File: config.mk
export PLATFORM = sky130hd
export DESIGN_NAME = scancode_to_ascii_fifo
export DESIGN_NICKNAME = d
export VERILOG_FILES = /design/src/rtl/sc2a_pkg.sv /design/src/rtl/sc2a_ram.sv /design/src/rtl/scancode_to_ascii_fifo.sv
export SDC_FILE = /design/constraint.sdc
export NUM_CORES = 2
export LEC_CHECK = 0
export CAP_MARGIN = 10
export CORE_ASPECT_RATIO = 0.75
export CORE_MARGIN = 3
export CORE_UTILIZATION = 50
export CTS_CLUSTER_SIZE = 28
export DETAILED_ROUTE_END_ITERATION = 10
export DONT_BUFFER_PORTS = 1
export PLACE_DENSITY = 0.75
export SETUP_SLACK_MARGIN = 0.15
export SYNTH_ARGS = -nofsm -noshare
export SYNTH_HDL_FRONTEND = slang
export SYNTH_SLANG_ARGS = --single-unit
File: constraint.sdc
create_clock -name clk -period 25.3 [get_ports clk]
set_input_delay 1.265 -clock clk [delete_from_list [all_inputs] [get_ports clk]]
set_output_delay 1.265 -clock clk [all_outputs]
set_load 0.005 [all_outputs]
File: src/rtl/sc2a_pkg.sv
package sc2a_pkg;

  localparam int FIFO_DEPTH_DEF = 256;

  localparam logic OP_SCAN = 1'b0;
  localparam logic OP_READ = 1'b1;

  localparam logic [7:0] CODE_LCTRL     = 8'h1D;
  localparam logic [7:0] CODE_LCTRL_BRK = 8'h9D;
  localparam logic [7:0] CODE_S         = 8'h1F;
  localparam logic [7:0] CODE_X         = 8'h2D;
  localparam logic [7:0] TABLE_LEN      = 8'd58;

  localparam logic [6:0] ASCII_CTRL_S = 7'h13;
  localparam logic [6:0] ASCII_CTRL_X = 7'h18;

  // unshifted set-1 map, padded to 64 entries with zeros
  localparam logic [6:0] KEY_TABLE [64] = '{
    7'h00, 7'h00, 7'h31, 7'h32, 7'h33, 7'h34, 7'h35, 7'h36,
    7'h37, 7'h38, 7'h39, 7'h30, 7'h2D, 7'h3D, 7'h08, 7'h09,
    7'h71, 7'h77, 7'h65, 7'h72, 7'h74, 7'h79, 7'h75, 7'h69,
    7'h6F, 7'h70, 7'h5B, 7'h5D, 7'h0A, 7'h00, 7'h61, 7'h73,
    7'h64, 7'h66, 7'h67, 7'h68, 7'h6A, 7'h6B, 7'h6C, 7'h3B,
    7'h27, 7'h60, 7'h00, 7'h5C, 7'h7A, 7'h78, 7'h63, 7'h76,
    7'h62, 7'h6E, 7'h6D, 7'h2C, 7'h2E, 7'h2F, 7'h00, 7'h2A,
    7'h00, 7'h20, 7'h00, 7'h00, 7'h00, 7'h00, 7'h00, 7'h00
  };

  typedef struct packed {
    logic       op;
    logic [7:0] scancode;
  } key_beat_t;

  typedef struct packed {
    logic [6:0] char_out;
    logic       char_valid;
    logic       has_data;
    logic       dropped;
  } chr_beat_t;

endpackage

File: src/rtl/sc2a_ram.sv
module sc2a_ram #(
  parameter int WIDTH = 8,
  parameter int DEPTH = 256
) (
  input  logic                     clk,
  input  logic                     we,
  input  logic [$clog2(DEPTH)-1:0] waddr,
  input  logic [WIDTH-1:0]         wdata,
  input  logic                     re,
  input  logic [$clog2(DEPTH)-1:0] raddr,
  output logic [WIDTH-1:0]         rdata
);

  logic [WIDTH-1:0] mem [DEPTH];

  always_ff @(posedge clk) begin
    if (we) begin
      mem[waddr] <= wdata;
    end
    if (re) begin
      rdata <= mem[raddr];
    end
  end

endmodule

File: src/rtl/scancode_to_ascii_fifo.sv
// channel  dir  handshake              payload
// key      in   key_valid / key_ready  key_data (op, scancode)
// chr      out  chr_valid / chr_ready  chr_data (char_out, char_valid, has_data, dropped)
//
// one beat per cycle sustained while chr is not stalled; each key beat passes the read stage,
// where the memory data arrives, and then the output register before it is a chr beat
// sync reset clears pointers, ctrl flag and valids; the character memory is not cleared
// a stalled chr side holds one result in the output register and one in the read stage,
// then key_ready drops
module scancode_to_ascii_fifo
  import sc2a_pkg::*;
#(
  parameter int FIFO_DEPTH = FIFO_DEPTH_DEF
) (
  input  logic      clk,
  input  logic      rst,
  input  logic      key_valid,
  output logic      key_ready,
  input  key_beat_t key_data,
  output logic      chr_valid,
  input  logic      chr_ready,
  output chr_beat_t chr_data
);

  localparam int PTR_W = $clog2(FIFO_DEPTH);
  localparam logic [PTR_W-1:0] PTR_LAST = PTR_W'(FIFO_DEPTH - 1);

  logic [PTR_W-1:0] rd_ptr, rd_ptr_next;
  logic [PTR_W-1:0] wr_ptr, wr_ptr_next;
  logic [PTR_W-1:0] rd_ptr_inc, wr_ptr_inc;
  logic             ctrl_held, ctrl_held_next;

  logic             accept;
  logic             empty;
  logic             in_table;
  logic [6:0]       key_char;
  logic [6:0]       push_char;
  logic             ram_we, ram_re;
  logic [6:0]       ram_rdata;

  logic             rd_valid;
  chr_beat_t        rd_beat, rd_beat_next;
  chr_beat_t        out_beat;
  logic             rd_move;

  assign rd_move   = rd_valid && (!chr_valid || chr_ready);
  assign key_ready = !rd_valid || rd_move;
  assign accept    = key_valid && key_ready;

  assign empty      = rd_ptr == wr_ptr;
  assign rd_ptr_inc = (rd_ptr == PTR_LAST) ? '0 : rd_ptr + PTR_W'(1);
  assign wr_ptr_inc = (wr_ptr == PTR_LAST) ? '0 : wr_ptr + PTR_W'(1);

  assign in_table = !key_data.scancode[7] && (key_data.scancode < TABLE_LEN);
  assign key_char = KEY_TABLE[key_data.scancode[5:0]];

  always_comb begin
    push_char = key_char;
    if (ctrl_held) begin
      if (key_data.scancode == CODE_S) begin
        push_char = ASCII_CTRL_S;
      end else if (key_data.scancode == CODE_X) begin
        push_char = ASCII_CTRL_X;
      end else begin
        push_char = '0;
      end
    end
  end

  always_comb begin
    rd_ptr_next    = rd_ptr;
    wr_ptr_next    = wr_ptr;
    ctrl_held_next = ctrl_held;
    ram_we         = 1'b0;
    ram_re         = 1'b0;
    rd_beat_next   = '0;
    if (accept) begin
      if (key_data.op == OP_READ) begin
        if (!empty) begin
          ram_re                  = 1'b1;
          rd_ptr_next             = rd_ptr_inc;
          rd_beat_next.char_valid = 1'b1;
        end
      end else if (key_data.scancode == CODE_LCTRL) begin
        ctrl_held_next = 1'b1;
      end else if (key_data.scancode == CODE_LCTRL_BRK) begin
        ctrl_held_next = 1'b0;
      end else if (in_table && push_char != '0) begin
        if (wr_ptr_inc == rd_ptr) begin
          rd_beat_next.dropped = 1'b1;
        end else begin
          ram_we      = 1'b1;
          wr_ptr_next = wr_ptr_inc;
        end
      end
    end
    rd_beat_next.has_data = rd_ptr_next != wr_ptr_next;
  end

  sc2a_ram #(
    .WIDTH(7),
    .DEPTH(FIFO_DEPTH)
  ) u_char_store (
    .clk  (clk),
    .we   (ram_we),
    .waddr(wr_ptr),
    .wdata(push_char),
    .re   (ram_re),
    .raddr(rd_ptr),
    .rdata(ram_rdata)
  );

  always_ff @(posedge clk) begin
    if (rst) begin
      rd_ptr    <= '0;
      wr_ptr    <= '0;
      ctrl_held <= 1'b0;
    end else begin
      rd_ptr    <= rd_ptr_next;
      wr_ptr    <= wr_ptr_next;
      ctrl_held <= ctrl_held_next;
    end
  end

  // read stage: memory data arrives here
  always_ff @(posedge clk) begin
    if (rst) begin
      rd_valid <= 1'b0;
    end else if (accept) begin
      rd_valid <= 1'b1;
    end else if (rd_move) begin
      rd_valid <= 1'b0;
    end
  end

  always_ff @(posedge clk) begin
    if (accept) begin
      rd_beat <= rd_beat_next;
    end
  end

  always_comb begin
    out_beat          = rd_beat;
    out_beat.char_out = rd_beat.char_valid ? ram_rdata : '0;
  end

  // output register
  always_ff @(posedge clk) begin
    if (rst) begin
      chr_valid <= 1'b0;
    end else if (rd_move) begin
      chr_valid <= 1'b1;
    end else if (chr_ready) begin
      chr_valid <= 1'b0;
    end
  end

  always_ff @(posedge clk) begin
    if (rd_move) begin
      chr_data <= out_beat;
    end
  end

endmodule

==> flow_summary.ini <==
[status]
status = complete, no violations

[worst_setup_path]
crit_path_start_kind = input pin
r2r_end = u_char_store.mem[126][5]
cp_data_arrival_time_ns = 6.34
worstReg2RegStart = wr_ptr[4]
r2r_cells = 10
crit_fanout = 162
cp.required_ns = 25.70
crit_type = in -> reg
end_kind = register
regToRegSetupSlack_ns = 19.51

[route]
viasPerCell = 6.65
antenna_left = 0
drt_iter0_markers = 4950
via_count = 35000
wl_per_cell_um = 33.1
wirelength_mm = 174
drtPass1Iterations = 5
drc_errors = 0

[clocking]
cts_inserted_buffers = 156
clk_transition_reported_paths_ns = 0.06
hold_buffers = 0
post-cts-setup-buffers = 0
cts_tree = yes
cts_root_buf = clkbuf_16
htreeDepth = 4
clk_latency_ns = 0.78
cts.sinks = 1831
ctsResizeCount = 0
cts_buffer_depth = 3

[cells_and_area]
final_layout_size_suffix_gt1_share_pct = 27.7
fin_area_um2 = 79600
finalNonFillerCells = 5263
nets = 3270
area_growth_pct = 10.2

[floorplan]
core_um2 = 143000
rows = 120
die_x_um = 445
start_util_pct = 50.4
die-height_um = 335
dieArea_um2 = 149000
io_pins = 25

[power]
ir_drop_mv = 0.0717
p_leak_nw = 23.6
power_density_nw_per_um2 = 75.7
power_w = 0.00602

[timing]
setup_violations = 0
worst_pin_slew_ns = 1.25
skew_ns = 0.0358
max_slew_margin_pct = 16.0
setup_tns_ns = 0
drv_slew = 0
fin_crit_ns = 5.95
finalCritPeriodShare_pct = 23.5
hold_viol_final = 0
hold_ws_ns = 0.443
rsz0062_at_grt = false
fmax_ghz = 0.168

[logic_synthesis]
synthFlopType = edfxtp_1
yosys.area.top_type_share_pct = 75.4
async_flop_share_pct = 0
synthTopCellsByCount = 1812 x edfxtp_1, 595 x mux4_2, 289 x nor2_1
synth_most_common_cell = edfxtp_1
syn_avg_cell_area_um2 = 22.4
yosys.area.top_type = edfxtp_1
synth_cells = 3219
yosys_warnings = 0
synth_enable_flop_cells = 1812
yosys.cell_types.count = 73
yosysSeqAreaShare_pct = 75.9
syn-num-nets = 3250
synth-seq-cells = 1831
synthTopCellsByArea = edfxtp_1 75%, mux4_2 19%, nor2_1 1.5%
syn_area_um2 = 72200

[placement]
io_buffers = 0
gp_congestion = 0.861
dp_hpwl_mm = 99.2
placed_cells = 4972
post_dp_cell_area_um2 = 74400

[job]
max-cap-violations = 0

[grt]
grt_pass1_vias = 34100
gr-total-overflow = 0
antenna_found_initial = 2
grt_use_total_pct = 23.8
grt_pass1_wl_mm = 255
grt_max_degree = 179

[min_path]
min_path_type = reg -> reg
holdPathEnd = chr_data[0]
hp-start = out_beat[0]
hold_depth = 0
==> per-layer routing <==
layer | vias to the layer above | GRT usage (%) | wire length [um]
met1 | 18500 | 35.9 | 68800
met4 | 4 | 7.03 | 4800
met5 | - | 0 | 30
met3 | 288 | 6.67 | 22400
li1 | 13600 | - | -
met2 | 2587 | 34.2 | 78400
==> flip-flops by register name (all words and copies together), names as in the netlist, 3 cells and up <==
register            flops
rd_ptr                  8
out_beat                3
u_char_store.rdata      7
chr_data               10
wr_ptr                  8
u_char_store.mem     1792
==> power by group <==
group / internal, W / switching, W
clock: 0.00135 / 0.00109
combinational: 0.0000334 / 0.000147
sequential: 0.00339 / 0.00000217
total: 0.00478 / 0.00124
==> worst max path at each step <==
stage                                to  cells after the start  slack, ns   startpoint
6_report       u_char_store.mem[126][5]                     13      19.35  key_data[1]
4_1_cts        u_char_store.mem[126][4]                     13      19.37  key_data[2]
3_5_place_dp   u_char_store.mem[126][3]                     13      18.51  key_data[2]
2_1_floorplan    u_char_store.mem[0][0]                      7      10.12  key_data[0]
3_3_place_gp   u_char_store.mem[117][0]                     13      18.62  key_data[2]
5_1_grt        u_char_store.mem[119][1]                     13      19.08  key_data[1]
==> metrics by stage <==
stage          util (%)  setup WS (ns)
6_report           55.6          19.35
5_1_grt            55.6          19.08
4_1_cts            55.6          19.37
3_5_place_dp       52.0          18.51
3_3_place_gp       52.0          18.62
2_1_floorplan         -          10.12
==> logic make-up after synthesis <==
logic type / share of synthesized area (%)
xor gates and xnor gates: 0.303
adders and majority gates: 0.312
and+or+nand+nor: 2.65
buffers and inverters: 1.21
muxes: 18.7
DFF: 75.9
AOI/OAI and AO/OA: 0.851
==> final cells by class <==
type | instances | area [um^2]
inverters | 22 | 105
well taps | 1891 | 2370
multi-input cells | 1170 | 16600
repair buffers | 58 | 498
diodes | 3 | 7.51
clock inverters | 100 | 917
fillers | 10000 | 63500
flip-flops and latches | 1831 | 54800
clock buffers | 188 | 4270
==> cell usage in the layout (no fill, tap or decap), types with 16 or more instances in the layout <==
cell type,count
a21oi_1,20
buf_4,53
clkbuf_1,16
clkbuf_16,164
clkinv_1,33
clkinv_2,27
edfxtp_1,1812
ha_1,18
inv_1,17
mux4_2,595
nand2_1,38
nand3_1,16
nor2_1,288
nor3_1,17
==> critical path, cell delays in order <==
cell and delay (ns):
inv_2 0.11, ha_1 0.25, mux2i_1 0.17, o22ai_1 0.15, a2111oi_4 0.43, buf_12 0.56
nor2_1 0.12, nand4b_1 0.14, o21ai_2 0.19, or3_4 0.53, nor2_2 0.64, nand4_1 0.90
nor2_1 0.83
No activity file was read; power rests on OpenSTA's default activity.
